==> src/design/shbi_pkg.sv <==
// shared types and constants for the sorted hash bucket indexer
// no dependencies; imported by every module of the block
package shbi_pkg;

  // bucket index width limits and run-length class boundary
  localparam logic [4:0]  MIN_BUCKET_BITS = 5'd8;
  localparam logic [4:0]  RESET_BUCKET_BITS = 5'd16;
  localparam logic [6:0]  HASH_BITS = 7'd64;
  localparam logic [31:0] MID_RUN_LIMIT = 32'd100;
  localparam logic [31:0] COUNT_MAX = 32'hFFFF_FFFF;

  // input word: one sorted hash or the end-of-set marker
  typedef struct packed {
    logic [63:0] hash_value;
    logic        end_of_set;
  } in_word_t;

  // result word: fill command, closed run and set summary
  typedef struct packed {
    logic        fill_valid;
    logic [31:0] fill_first;
    logic [31:0] fill_last;
    logic [31:0] fill_position;
    logic        run_closed;
    logic [31:0] run_length;
    logic        is_summary;
    logic [31:0] distinct_count;
    logic [31:0] single_count;
    logic [31:0] mid_count;
    logic [31:0] high_count;
  } out_word_t;

endpackage

==> src/design/shbi_in_stage.sv <==
// input register of the sorted hash bucket indexer
// depends on shbi_pkg for the input word type
module shbi_in_stage import shbi_pkg::*; (
  input  logic     clk,
  input  logic     rst_n,
  input  logic     in_valid,
  output logic     in_stall,
  input  in_word_t in_data,
  input  logic     advance,
  output logic     item_valid,
  output in_word_t item_data
);

  logic     item_valid_r;
  logic     item_valid_nxt;
  in_word_t item_data_r;
  logic     accept;

  // hold while the held word cannot move on
  assign in_stall = item_valid_r & ~advance;
  assign accept   = in_valid & ~in_stall;

  always_comb begin
    item_valid_nxt = item_valid_r;
    if (accept) begin
      item_valid_nxt = 1'b1;
    end else if (advance) begin
      item_valid_nxt = 1'b0;
    end
  end

  // valid flag
  always_ff @(posedge clk) begin
    if (!rst_n) begin
      item_valid_r <= 1'b0;
    end else begin
      item_valid_r <= item_valid_nxt;
    end
  end

  // payload
  always_ff @(posedge clk) begin
    if (accept) begin
      item_data_r <= in_data;
    end
  end

  assign item_valid = item_valid_r;
  assign item_data  = item_data_r;

endmodule

==> src/design/shbi_step.sv <==
// set state and single-pass step logic of the sorted hash bucket indexer
// depends on shbi_pkg for word types and constants
module shbi_step import shbi_pkg::*; #(
  parameter int POSITION_WIDTH  = 32,
  parameter int MAX_BUCKET_BITS = 31
) (
  input  logic       clk,
  input  logic       rst_n,
  input  logic [4:0] bucket_bits,
  input  logic       item_valid,
  input  in_word_t   item_data,
  input  logic       advance,
  output logic       res_valid,
  output out_word_t  res_data
);

  localparam int                  NBW     = MAX_BUCKET_BITS + 1;
  localparam logic [4:0]          MAX_B   = 5'(MAX_BUCKET_BITS);
  localparam logic [POSITION_WIDTH-1:0] POS_MAX = {POSITION_WIDTH{1'b1}};

  function automatic logic [31:0] sat_inc(input logic [31:0] v);
    return (v == COUNT_MAX) ? v : v + 32'd1;
  endfunction

  // set state
  logic                      seen_any_r, seen_any_nxt;
  logic [POSITION_WIDTH-1:0] item_position_r, item_position_nxt;
  logic [63:0]               previous_hash_r, previous_hash_nxt;
  logic [31:0]               current_run_r, current_run_nxt;
  logic [NBW-1:0]            next_bucket_r, next_bucket_nxt;
  logic [31:0]               distinct_total_r, distinct_total_nxt;
  logic [31:0]               single_total_r, single_total_nxt;
  logic [31:0]               mid_total_r, mid_total_nxt;
  logic [31:0]               high_total_r, high_total_nxt;

  logic [4:0]                eff_bits;
  logic [6:0]                shift_amt;
  logic [63:0]               shifted;
  logic [31:0]               bucket;
  logic [31:0]               table_end;
  logic [31:0]               fill_first;
  logic [31:0]               fill_last;
  logic [31:0]               fill_last_inc;
  logic                      fill_ok;
  logic                      is_repeat;
  logic [POSITION_WIDTH-1:0] pos_inc;
  logic [31:0]               single_tal, mid_tal, high_tal;
  logic                      fire;

  assign fire = item_valid & advance;

  always_comb begin
    // clamp the bucket width into the supported range
    eff_bits = bucket_bits;
    if (eff_bits < MIN_BUCKET_BITS) begin
      eff_bits = MIN_BUCKET_BITS;
    end
    if (eff_bits > MAX_B) begin
      eff_bits = MAX_B;
    end

    // bucket index from the top bits of the hash
    shift_amt = HASH_BITS - {2'b00, eff_bits};
    shifted   = item_data.hash_value >> shift_amt;
    bucket    = shifted[31:0];
    table_end = 32'd1 << eff_bits;

    is_repeat = seen_any_r && (item_data.hash_value == previous_hash_r);
    pos_inc   = (item_position_r == POS_MAX) ? item_position_r
                                             : item_position_r + 1'b1;

    // fill range from the first unwritten entry
    fill_first    = 32'(next_bucket_r);
    fill_last     = item_data.end_of_set ? table_end : bucket;
    fill_last_inc = fill_last + 32'd1;
    fill_ok       = fill_last >= fill_first;

    // class the run that closes now
    single_tal = single_total_r;
    mid_tal    = mid_total_r;
    high_tal   = high_total_r;
    if (seen_any_r) begin
      if (current_run_r == 32'd1) begin
        single_tal = sat_inc(single_total_r);
      end else if (current_run_r > MID_RUN_LIMIT) begin
        high_tal = sat_inc(high_total_r);
      end else begin
        mid_tal = sat_inc(mid_total_r);
      end
    end

    seen_any_nxt       = seen_any_r;
    item_position_nxt  = item_position_r;
    previous_hash_nxt  = previous_hash_r;
    current_run_nxt    = current_run_r;
    next_bucket_nxt    = next_bucket_r;
    distinct_total_nxt = distinct_total_r;
    single_total_nxt   = single_total_r;
    mid_total_nxt      = mid_total_r;
    high_total_nxt     = high_total_r;
    res_valid          = 1'b0;
    res_data           = '0;

    if (item_data.end_of_set) begin
      // close the set, final fill and summary, then start afresh
      res_valid = 1'b1;
      if (seen_any_r) begin
        res_data.run_closed = 1'b1;
        res_data.run_length = current_run_r;
      end
      if (fill_ok) begin
        res_data.fill_valid    = 1'b1;
        res_data.fill_first    = fill_first;
        res_data.fill_last     = fill_last;
        res_data.fill_position = 32'(item_position_r);
      end
      res_data.is_summary     = 1'b1;
      res_data.distinct_count = distinct_total_r;
      res_data.single_count   = single_tal;
      res_data.mid_count      = mid_tal;
      res_data.high_count     = high_tal;
      seen_any_nxt       = 1'b0;
      item_position_nxt  = '0;
      previous_hash_nxt  = '0;
      current_run_nxt    = '0;
      next_bucket_nxt    = '0;
      distinct_total_nxt = '0;
      single_total_nxt   = '0;
      mid_total_nxt      = '0;
      high_total_nxt     = '0;
    end else if (is_repeat) begin
      // same hash again: the run grows
      current_run_nxt   = sat_inc(current_run_r);
      item_position_nxt = pos_inc;
    end else begin
      // new distinct hash
      res_valid = 1'b1;
      if (seen_any_r) begin
        res_data.run_closed = 1'b1;
        res_data.run_length = current_run_r;
      end
      single_total_nxt   = single_tal;
      mid_total_nxt      = mid_tal;
      high_total_nxt     = high_tal;
      distinct_total_nxt = sat_inc(distinct_total_r);
      if (fill_ok) begin
        res_data.fill_valid    = 1'b1;
        res_data.fill_first    = fill_first;
        res_data.fill_last     = fill_last;
        res_data.fill_position = 32'(item_position_r);
        next_bucket_nxt        = fill_last_inc[NBW-1:0];
      end
      seen_any_nxt      = 1'b1;
      previous_hash_nxt = item_data.hash_value;
      current_run_nxt   = 32'd1;
      item_position_nxt = pos_inc;
    end

    if (!item_valid) begin
      res_valid = 1'b0;
    end
  end

  // state update when the held word is consumed
  always_ff @(posedge clk) begin
    if (!rst_n) begin
      seen_any_r       <= 1'b0;
      item_position_r  <= '0;
      previous_hash_r  <= '0;
      current_run_r    <= '0;
      next_bucket_r    <= '0;
      distinct_total_r <= '0;
      single_total_r   <= '0;
      mid_total_r      <= '0;
      high_total_r     <= '0;
    end else if (fire) begin
      seen_any_r       <= seen_any_nxt;
      item_position_r  <= item_position_nxt;
      previous_hash_r  <= previous_hash_nxt;
      current_run_r    <= current_run_nxt;
      next_bucket_r    <= next_bucket_nxt;
      distinct_total_r <= distinct_total_nxt;
      single_total_r   <= single_total_nxt;
      mid_total_r      <= mid_total_nxt;
      high_total_r     <= high_total_nxt;
    end
  end

endmodule

==> src/design/shbi_out_stage.sv <==
// result register of the sorted hash bucket indexer
// depends on shbi_pkg for the result word type
module shbi_out_stage import shbi_pkg::*; (
  input  logic      clk,
  input  logic      rst_n,
  input  logic      load,
  input  out_word_t load_data,
  output logic      ready,
  output logic      out_valid,
  input  logic      out_stall,
  output out_word_t out_data
);

  logic      out_valid_r;
  logic      out_valid_nxt;
  out_word_t out_data_r;

  // free when empty or being taken this cycle
  assign ready = ~out_valid_r | ~out_stall;

  always_comb begin
    out_valid_nxt = out_valid_r;
    if (load) begin
      out_valid_nxt = 1'b1;
    end else if (!out_stall) begin
      out_valid_nxt = 1'b0;
    end
  end

  always_ff @(posedge clk) begin
    if (!rst_n) begin
      out_valid_r <= 1'b0;
    end else begin
      out_valid_r <= out_valid_nxt;
    end
  end

  always_ff @(posedge clk) begin
    if (load) begin
      out_data_r <= load_data;
    end
  end

  assign out_valid = out_valid_r;
  assign out_data  = out_data_r;

endmodule

==> src/design/sorted_hash_bucket_indexer_core.sv <==
// top level of the sorted hash bucket indexer
// depends on shbi_pkg, shbi_in_stage, shbi_step and shbi_out_stage
//
//   channel | direction | handshake        | word
//   --------+-----------+------------------+------------------------------
//   in_     | in        | valid / stall    | in_word_t (hash or end marker)
//   out_    | out       | valid / stall    | out_word_t (fill, run, summary)
//   cfg_    | in        | valid / ready    | bucket_bits, 5 bits
//
// one word per cycle sustained while out_stall is low; a result passes through
// the input register, step logic and result register
// words that only lengthen a run give no result
// reset is synchronous, active low; cfg_ready is always high
// a stalled result holds the pipe; while both registers hold a word, in_stall follows out_stall in the same cycle
module sorted_hash_bucket_indexer_core import shbi_pkg::*; #(
  parameter int POSITION_WIDTH  = 32,
  parameter int MAX_BUCKET_BITS = 31
) (
  input  logic       clk,
  input  logic       rst_n,
  input  logic       in_valid,
  output logic       in_stall,
  input  in_word_t   in_data,
  output logic       out_valid,
  input  logic       out_stall,
  output out_word_t  out_data,
  input  logic       cfg_valid,
  output logic       cfg_ready,
  input  logic [4:0] cfg_data
);

  logic       cfg_write;
  logic [4:0] bucket_bits_r;
  logic       item_valid;
  in_word_t   item_data;
  logic       advance;
  logic       res_valid;
  out_word_t  res_data;

  // configuration register
  assign cfg_ready = 1'b1;
  assign cfg_write = cfg_valid & cfg_ready;

  always_ff @(posedge clk) begin
    if (!rst_n) begin
      bucket_bits_r <= RESET_BUCKET_BITS;
    end else if (cfg_write) begin
      bucket_bits_r <= cfg_data;
    end
  end

  shbi_in_stage u_in (
    .clk        (clk),
    .rst_n      (rst_n),
    .in_valid   (in_valid),
    .in_stall   (in_stall),
    .in_data    (in_data),
    .advance    (advance),
    .item_valid (item_valid),
    .item_data  (item_data)
  );

  shbi_step #(
    .POSITION_WIDTH  (POSITION_WIDTH),
    .MAX_BUCKET_BITS (MAX_BUCKET_BITS)
  ) u_step (
    .clk         (clk),
    .rst_n       (rst_n),
    .bucket_bits (bucket_bits_r),
    .item_valid  (item_valid),
    .item_data   (item_data),
    .advance     (advance),
    .res_valid   (res_valid),
    .res_data    (res_data)
  );

  // result register takes a word whenever the step hands one over
  shbi_out_stage u_out (
    .clk       (clk),
    .rst_n     (rst_n),
    .load      (res_valid & advance),
    .load_data (res_data),
    .ready     (advance),
    .out_valid (out_valid),
    .out_stall (out_stall),
    .out_data  (out_data)
  );

endmodule
==> config.mk <==
export PLATFORM = sky130hd
export DESIGN_NAME = sorted_hash_bucket_indexer_core
export DESIGN_NICKNAME = d
export VERILOG_FILES = /design/src/design/shbi_pkg.sv /design/src/design/shbi_in_stage.sv /design/src/design/shbi_step.sv /design/src/design/shbi_out_stage.sv /design/src/design/sorted_hash_bucket_indexer_core.sv
export SDC_FILE = /design/constraint.sdc
export NUM_CORES = 1
export LEC_CHECK = 0
export ABC_AREA = 1
export CORE_AREA = 2 2 391 277
export CTS_BUF_LIST = sky130_fd_sc_hd__clkbuf_4
export DETAILED_ROUTE_END_ITERATION = 8
export DIE_AREA = 0 0 393 279
export DONT_BUFFER_PORTS = 1
export PLACE_DENSITY = 0.48
export SLEW_MARGIN = 5
export SYNTH_ARGS = -nofsm -noshare
export SYNTH_HDL_FRONTEND = slang
export SYNTH_SLANG_ARGS = --single-unit
==> constraint.sdc <==
create_clock -name clk -period 11.3 [get_ports clk]
set_input_delay 0 -clock clk [delete_from_list [all_inputs] [get_ports clk]]
set_output_delay 0 -clock clk [all_outputs]
set_load 0.01 [all_outputs]
==> metrics.txt, run 1 <==
post-CTS sizing 0; Worst-Skew Late Latency 1.06 ns; Max Fclk 0.134 GHz; Min-Delay Endpoint u_in.item_data[63]; clock sinks 620; Final Cycle Share 65.8%; library cells used by synthesis 60; Top FF cell, synth edfxtp_1; Die H 279 um; setup bufs post-CTS 0; number of buffers created by CTS 167; Critical Path AT 8.41 ns; RR Endpoint u_step.fill_first[9]; Seq. cell area 15700 sq um; Finished Cell Area 37300 sq um; Crit Path Category reg2reg; via/cell ratio 4.83; total wire length 109 mm; WL/cell 19.3 um; Synth Net Count 3933; Static Leak 0.0134 uW; Crit. Startpoint bucket_bits_r[0]; YS warnings 0; DRT antenna net count 0; combinational share of power 14.8%; Die Wd 393 um; Min Hold Slack 0.205 ns; total core area 106000 sq um; type of origin of the critical path flip-flop; fraction of registers with async set/reset 0%; CTS tree yes; DR iter-0 viols 2569; area fraction of the dominant cell type after synthesis 30.9%; Pint 3750 uW; Util after Layout 35.2%; TritonRoute pass-1 iters 8; first-pass GRT wire length 164 mm; Critical Path RT 12.27 ns; Post-synth EDFFs 324; RePlAce Congestion 0.905; Synth Area per Inst 8.26 sq um; multi-input logic area 13600 sq um; mapped cell area 31500 sq um; GR Overflow Total 0; # IOs 337; fin crit period 7.44 ns; status completed; Clock Tree Root clkbuf_4; ratio of cells with drive above 1 in the final layout 10.4%; Largest register FFs 259; DRC violations left 0; HP Start in_data[63]; post-synth top area cell edfxtp_1; final setup violation count 0; Longest Clk Path Bufs 3; dpl hpwl 76.2 mm; crit path max fanout 36; Power Dens Cells 147 nW/um^2; row cnt 100; clk_skew 0.0781 ns; reg2reg start bucket_bits_r[0]; Max Cap Viol 0; Synth Register Bits 620; slack of the worst reg-to-reg path 3.86 ns; WHS Path Cells 2; initial antenna violation count 3; Reg clk slew, reported paths 0.07 ns; register area share after synthesis 49.7%; VDD IR max 0.0846 mV; most instantiated cells after synthesis nand2_1 (803), nor2_1 (465), inv_1 (390); Slew headroom 23.5%; Starting Density 29.8%; FF-to-FF path depth 22; largest net degree at the start of global routing 98; placed cell areas 32900 sq um; sw power 1710 uW; Final TNS setup 0 ns; Cells after Synth 3813; worst slew pin tran 1.15 ns; fillcell total 11.1k; top-count cell post-synth nand2_1; clock share of power 38.6%; Slew Limit Fails 0; worst min path class in2reg; hold_buf cts 216; final hold violation count 0; unrepaired setup endpoints after global routing false; nets@finish 4203; CTS H-tree lvls 4; Area Growth Syn to Fin 18.3%; GR Util All Layers 19.6%; # port buffers 0; Seq pwr share 46.5%; Design Power 5460 uW; number of global-route vias before repair 26.1k; Sw Share 31.3%; die area 110000 sq um; Synth area leaders edfxtp_1 (31%), dfxtp_1 (19%), nand2_1 (9.6%); endpoint class of the critical path flip-flop; Vias 27.3k
routing by layer:
| layer | up-vias | share of wire (%) | global-route usage (%) |
|---|---|---|---|
| met2 | 871 | 42 | 27.7 |
| met5 | - | 0 | 0 |
| met1 | 12900 | 49 | 29.1 |
| met3 | 130 | 6.9 | 4.87 |
| li1 | 13400 | - | - |
| met4 | 0 | 1.7 | 5.96 |
cells by family (layout without fill, tap and decap cells):
kind of cell	count (synthesis)	count (layout)	share of synthesized area, %
flip-flops	620	620	49.7
buffers and inverters	561	968	7.15
adder cells (fa/ha/maj)	45	45	1.79
AO/OA/AOI/OAI	465	465	8.49
XOR/XNOR	187	187	5.20
AND/OR/NAND/NOR	1933	1933	27.6
other	1	6	0.0119
multiplexers	1	1	0.0318
worst max path at each step:
stage,cells after the start,slack (ns),end
after floorplan,14,3.52,u_step.distinct_total_r[3]
after global placement,22,4.14,u_step.fill_first[9]
after detailed placement,21,4.11,u_step.fill_first[9]
after CTS,21,4.08,u_step.fill_first[9]
after global routing,22,3.48,u_step.fill_first[9]
final,22,3.86,u_step.fill_first[9]
placed cells by master, fill, tap and decap left out, types with 6 or more instances in the layout:
cell	netlist	final
nand2_1	803	802
nor2_1	465	463
inv_1	390	387
edfxtp_1	324	324
nand3_1	305	304
dfxtp_1	296	296
clkbuf_4	0	249
dlygate4sd3_1	0	216
xor2_1	169	169
a21oi_1	166	166
o21ai_0	153	153
nor3_1	132	132
nand4_1	77	77
o22ai_1	72	72
ha_1	45	45
clkinv_1	4	42
nor4_1	39	39
a22o_1	33	33
nand2_2	30	30
buf_4	4	26
inv_2	20	20
nor2_2	17	19
xnor2_1	18	18
nand3_2	15	16
nor2_4	13	13
clkinv_2	3	10
nand2_4	8	9
nor2_8	6	6
o21ai_1	7	6
inv_6	0	6
area by class of cell:
| cell class | instances | area share [%] |
|---|---|---|
| Sequential cell | 620 | 42.0 |
| Inverter | 419 | 4.29 |
| Antenna cell | 5 | 0.0336 |
| Clock buffer | 249 | 5.02 |
| Tap cell | 1428 | 4.79 |
| Timing Repair Buffer | 243 | 6.38 |
| Multi-Input combinational cell | 2632 | 36.6 |
| Clock inverter | 57 | 0.896 |
worst max-delay path: stages, from the launching register on:
cell and delay (ns):
dfxtp_1 0.88, inv_2 0.14, nor2_4 0.46, ha_1 0.22, buf_4 0.34, clkinv_1 0.92, nand3_1 0.65, nand3_1 0.17
nand3_1 0.11, nand3_1 0.12, nand2_2 0.21, inv_2 0.09, ha_1 0.30, nand2_1 0.05, o21ai_0 0.39, nor2_1 0.10
o31ai_1 0.08, nand2_1 0.10, nand3_1 0.41, nand3_1 0.31, nor2_2 0.88, o21ai_0 0.23, a21oi_1 0.18
power by group through the flow:
stage	registers [uW]	logic (uW)	clock network [uW]
2_1_floorplan	2570	528	0
3_3_place_gp	2590	745	0
3_5_place_dp	2590	741	0
4_1_cts	2540	805	2210
5_1_grt	2550	891	2330
6_report	2540	811	2110
stage by stage:
step	setup WS, ns	instances
finish	3.86	5653
global route	3.48	5653
CTS	4.08	5648
floorplan	3.52	3813
detailed placement	4.11	5126
global placement	4.14	5126
Power figures use the tool's default switching activity.
==> run 2, diff against run 1 <==
- clock period: 11.3 -> 7.72 ns (I/O delays scaled with it)
==> metrics.txt, run 2 (same netlist as run 1, synthesis figures left out) <==
status completed; crit path max fanout 81 (+130%); die area 110000 sq um (unchanged); Starting Density 29.8% (unchanged); number of buffers created by CTS 170 (+1.8%); Die Wd 393 um (unchanged); Max Cap Viol 0 (unchanged); Reg clk slew, reported paths 0.06 ns (about the same); Final TNS setup 0 ns (unchanged); Util after Layout 35.4% (+0.15 points); Slew headroom 27.5% (+4.0 points); GR Util All Layers 19.6% (-0.094 points); DRT antenna net count 0 (unchanged); DRC violations left 0 (unchanged); Largest register FFs 259 (unchanged); initial antenna violation count 5 (+2); clock share of power 39.7% (+1.1 points); clock sinks 620 (unchanged); Power Dens Cells 218 nW/um^2 (+49%); worst min path class in2reg; hold_buf cts 215 (-0.46%); Vias 27.2k (-0.22%); unrepaired setup endpoints after global routing false; type of origin of the critical path flip-flop; Critical Path AT 6.97 ns (-1.44 ns); commonest cells after routing, fill and taps aside nand2_1 (802), nor2_1 (464), inv_1 (387); WL/cell 19.1 um (-0.83%); largest net degree at the start of global routing 162 (+65%); Sw Share 30.8% (-0.50 points); row cnt 100 (unchanged); # port buffers 0 (unchanged); fin crit period 6.22 ns (-1.22 ns); GR Overflow Total 0 (unchanged); worst slew pin tran 1.09 ns (-0.0596 ns); Worst-Skew Late Latency 1.12 ns (+0.06 ns); Slew Limit Fails 0 (unchanged); WL met2 44.8 mm (-2.1%); endpoint class of the critical path flip-flop; Max Used Layer met5; # IOs 337 (unchanged); commonest non-fill, non-tap cell in the layout nand2_1; dpl hpwl 76.4 mm (+0.30%); Longest Clk Path Bufs 3 (unchanged); Clock Tree Root clkbuf_4; slack of the worst reg-to-reg path 1.50 ns (-2.36 ns); VDD IR max 0.185 mV (+120%); clk_skew 0.0894 ns (+0.0112 ns); post-CTS sizing 0 (unchanged); Final Cycle Share 80.6% (+15 points); Crit Path Category reg2reg; sw power 2510 uW (+47%); CTS tree yes; nets@finish 4208 (+0.12%); Area Growth Syn to Fin 18.8%; first-pass GRT wire length 163 mm (-0.54%); combinational share of power 14.6% (-0.2 points); Static Leak 0.0135 uW (+0.74%); final setup violation count 0 (unchanged); CTS H-tree lvls 4 (unchanged); total wire length 108 mm (-0.55%); Max Fclk 0.161 GHz (+20%); Pint 5640 uW (+50%); Critical Path RT 8.46 ns (-3.81 ns); Seq pwr share 45.7% (-0.8 points); ratio of cells with drive above 1 in the final layout 11.0% (+0.58 points); Die H 279 um (unchanged); DR iter-0 viols 2116 (-18%); final hold violation count 0 (unchanged); total core area 106000 sq um (unchanged); setup bufs post-CTS 0 (unchanged); fillcell total 11.0k (-0.22%); number of global-route vias before repair 26.4k (+1.3%); via/cell ratio 4.81 (-0.50%); TritonRoute pass-1 iters 5 (-3); RePlAce Congestion 0.941 (+3.9%); Metal-1 WL 53.4 mm (-1.0%); met3 WL 8.06 mm (+7.9%)
-- run 2: changes by cell type in the layout (fill, tap and decap cells not counted), moves of 2 or more --
cell        delta
clkbuf_4      +21
clkinv_1      -13
diode_2        +3
buf_4          +2
clkinv_4       -2
clkinvlp_4     +2
-- run 2: stage by stage --
| step | instance area, sq um | instances | worst slack (ns) | hold WS (ns) | power, uW |
|---|---|---|---|---|---|
| floorplan | 31500 | 3813 | 1.59 | 0.0989 | 4530 |
| global placement | 32900 | 5129 | 1.64 | 0.0989 | 4900 |
| detailed placement | 32900 | 5129 | 1.50 | 0.0989 | 4890 |
| CTS | 37400 | 5661 | 1.54 | 0.0366 | 8280 |
| global route | 37400 | 5669 | 0.999 | 0.0245 | 8580 |
| finish | 37400 | 5669 | 1.50 | 0.155 | 8150 |
-- run 2: path summary, 6_finish.rpt --
| path | startpoint | end | depth (start not counted) |
|---|---|---|---|
| hold / removal | in_data[64] | u_in.item_data[64] | 2 |
| setup reg to reg | bucket_bits_r[4] | u_out.out_data[208] | 24 |
| setup / recovery | bucket_bits_r[4] | u_out.out_data[208] | 24 |
| hold reg to reg | u_step.fill_first[10] | u_step.fill_first[10] | 2 |
-- run 2: power by group through the flow --
stage | Clock [uW] | Combinational [uW] | Sequential [uW]
finish | 3240 | 1190 | 3720
global route | 3540 | 1310 | 3730
CTS | 3370 | 1180 | 3730
detailed placement | 0 | 1090 | 3800
global placement | 0 | 1100 | 3800
floorplan | 0 | 773 | 3760
-- run 2: per-layer routing --
metal / up-vias / track usage, %
met2: 863 / 27.7
li1: 13400 / -
met5: - / 0
met3: 149 / 5.81
met1: 12800 / 28.4
met4: 2 / 5.63
-- run 2: worst max-delay path, cell delays in order, from the launching register on --
cell      delay [ns]
dfxtp_1         0.67
nor2_2          0.13
nor2_4          0.40
ha_1            0.21
buf_4           0.34
clkinv_1        0.44
buf_4           0.37
nand3_1         0.16
inv_1           0.07
nand2_1         0.07
nand3_1         0.10
nand2_1         0.17
nand2_1         0.12
nand3_4         0.14
inv_1           0.08
ha_1            0.28
nand2_1         0.07
o21ai_0         0.10
a21oi_1         0.27
o31ai_1         0.11
nand2_1         0.08
nand3_1         0.39
o21ai_4         0.16
buf_4           0.75
nor2_1          0.13
-- run 2: layout make-up --
cell class                 instances  area, sq um  area share (%)
multi-input combinational       2632        13600            36.4
clock inverter                    47          314           0.839
antenna                            8         20.0          0.0535
tap                             1428         1790            4.77
timing repair buffer             245         2400            6.42
inverter                         419         1600            4.27
clock buffer                     270         2030            5.42
sequential                       620        15700            41.8
==> run 3, diff against run 2 <==
- clock period: 7.72 -> 6.3 ns (I/O delays scaled with it)
==> metrics.txt, run 3 (same netlist as run 1, synthesis figures left out) <==
Power Dens Cells 265 nW/um^2 (+22%); first-pass GRT wire length 166 mm (+1.6%); Reg clk slew, reported paths 0.06 ns (about the same); WL/cell 19.4 um (+1.2%); Die Wd 393 um (unchanged); fin crit period 5.67 ns (-0.552 ns); largest net degree at the start of global routing 155 (-4.3%); nets@finish 4214 (+0.14%); GR Overflow Total 0 (unchanged); die area 110000 sq um (unchanged); endpoint class of the critical path flip-flop; Longest Clk Path Bufs 3 (unchanged); row cnt 100 (unchanged); GR Util All Layers 19.9% (+0.32 points); Area Growth Syn to Fin 18.8% (about the same); DRT antenna net count 0 (unchanged); Critical Path RT 7.25 ns (-1.21 ns); Worst-Skew Late Latency 1.11 ns (about the same); DR iter-0 viols 2303 (+8.8%); commonest cells after routing, fill and taps aside nand2_1 (802), nor2_1 (464), inv_1 (387); RePlAce Congestion 0.942 (+0.13%); worst slew pin tran 1.12 ns (+0.0350 ns); status completed; Die H 279 um (unchanged); Vias 27.6k (+1.2%); number of global-route vias before repair 26.5k (+0.38%); number of buffers created by CTS 167 (-1.8%); Slew Limit Fails 0 (unchanged); dpl hpwl 76.7 mm (+0.38%); TritonRoute pass-1 iters 5 (unchanged); total wire length 110 mm (+1.2%); Critical Path AT 6.62 ns (-0.35 ns); final setup violation count 0 (unchanged); type of origin of the critical path flip-flop; worst min path class in2reg; fillcell total 11.1k (+0.39%); CTS H-tree lvls 4 (unchanged); unrepaired setup endpoints after global routing false; dpl cells 5137 (+0.16%); # IOs 337 (unchanged); Min Hold Slack 0.186 ns (+0.0306 ns); DRC violations left 0 (unchanged); Largest register FFs 259 (unchanged); Final Cycle Share 90.0% (+9.4 points); via/cell ratio 4.86 (+1.2%); setup bufs post-CTS 0 (unchanged); Clock Tree Root clkbuf_4; clk_skew 0.0833 ns (-0.00607 ns); crit path max fanout 34 (-58%); Max Cap Viol 0 (unchanged); commonest non-fill, non-tap cell in the layout nand2_1; Final TNS setup 0 ns (unchanged); Non-Filler Instances 5667 (-0.035%); ratio of cells with drive above 1 in the final layout 11.0% (-0.024 points); clock sinks 620 (unchanged); Static Leak 0.0135 uW (about the same); initial antenna violation count 6 (+1); VDD IR max 0.189 mV (+1.9%); CTS tree yes; Slew headroom 25.1% (-2.3 points); # port buffers 0 (unchanged); Max Fclk 0.176 GHz (+9.7%); final hold violation count 0 (unchanged); total core area 106000 sq um (unchanged); Starting Density 29.8% (unchanged); Crit Path Category reg2reg
-- run 3: worst paths after layout --
check	start	end	slack, ns	depth (start not counted)
worst min register to register	u_step.fill_first[30]	u_step.fill_first[30]	0.46	2
worst max register to register	bucket_bits_r[4]	u_step.fill_first[20]	0.63	22
worst max-delay path	bucket_bits_r[4]	u_step.fill_first[20]	0.63	22
worst min-delay path	in_data[63]	u_in.item_data[63]	0.19	2
-- run 3: stage by stage --
step                      setup WS [ns]  total power, uW  cell area (sq um)  utilization, %
final                             0.629             9920              37400            35.4
after detailed placement          0.837             6020              33000            31.2
after CTS                         0.752            10100              37400            35.4
after global routing             0.0674            10500              37400            35.4
after floorplan                   0.173             5560              31500               -
after global placement            0.977             6030              33000            31.2
-- run 3: final cells by class --
class / count / area [sq um] / share of cell area, %
sequential: 620 / 15700 / 41.8
tap: 1428 / 1790 / 4.77
timing repair buffer: 254 / 2480 / 6.64
inverter: 419 / 1600 / 4.27
multi-input combinational: 2632 / 13600 / 36.4
clock inverter: 43 / 270 / 0.722
clock buffer: 265 / 1990 / 5.32
antenna: 6 / 15.0 / 0.0401
-- run 3: critical path: stages (launching register included) --
cell	delay (ns)
dfxtp_1	0.72
clkinv_2	0.21
nand2_4	0.25
o21ai_4	0.15
ha_1	0.32
buf_4	0.38
nand3_1	0.13
nand2_1	0.17
nand2_1	0.08
nand3_1	0.18
nand2_4	0.13
ha_1	0.31
nand2_1	0.07
nor2_1	0.32
a21oi_1	0.22
o31ai_1	0.26
nand2_1	0.10
nand3_1	0.40
nand3_1	0.29
nor2_1	0.25
buf_4	0.31
nand3_1	0.13
a21oi_1	0.13
-- run 3: power by group --
| part | internal [uW] | leakage (uW) | switching (uW) |
|---|---|---|---|
| clock | 1970 | 0.00135 | 1900 |
| combinational | 431 | 0.00675 | 1050 |
| sequential | 4410 | 0.00543 | 151 |
| total | 6820 | 0.0135 | 3100 |
-- run 3: timing repair --
item	CTS	global route
hold buffers	216	0
gates resized for setup	0	0
hold endpoints to repair	394	0
-- run 3: layer usage --
metal	share of wire, %	GRT usage [%]	wire [um]	vias to the layer above
li1	-	-	-	13400
met1	49	29.0	53400	13000
met2	41	28.0	45200	972
met3	7.9	5.64	8700	171
met4	2.2	6.14	2400	0
met5	0	0	0	-
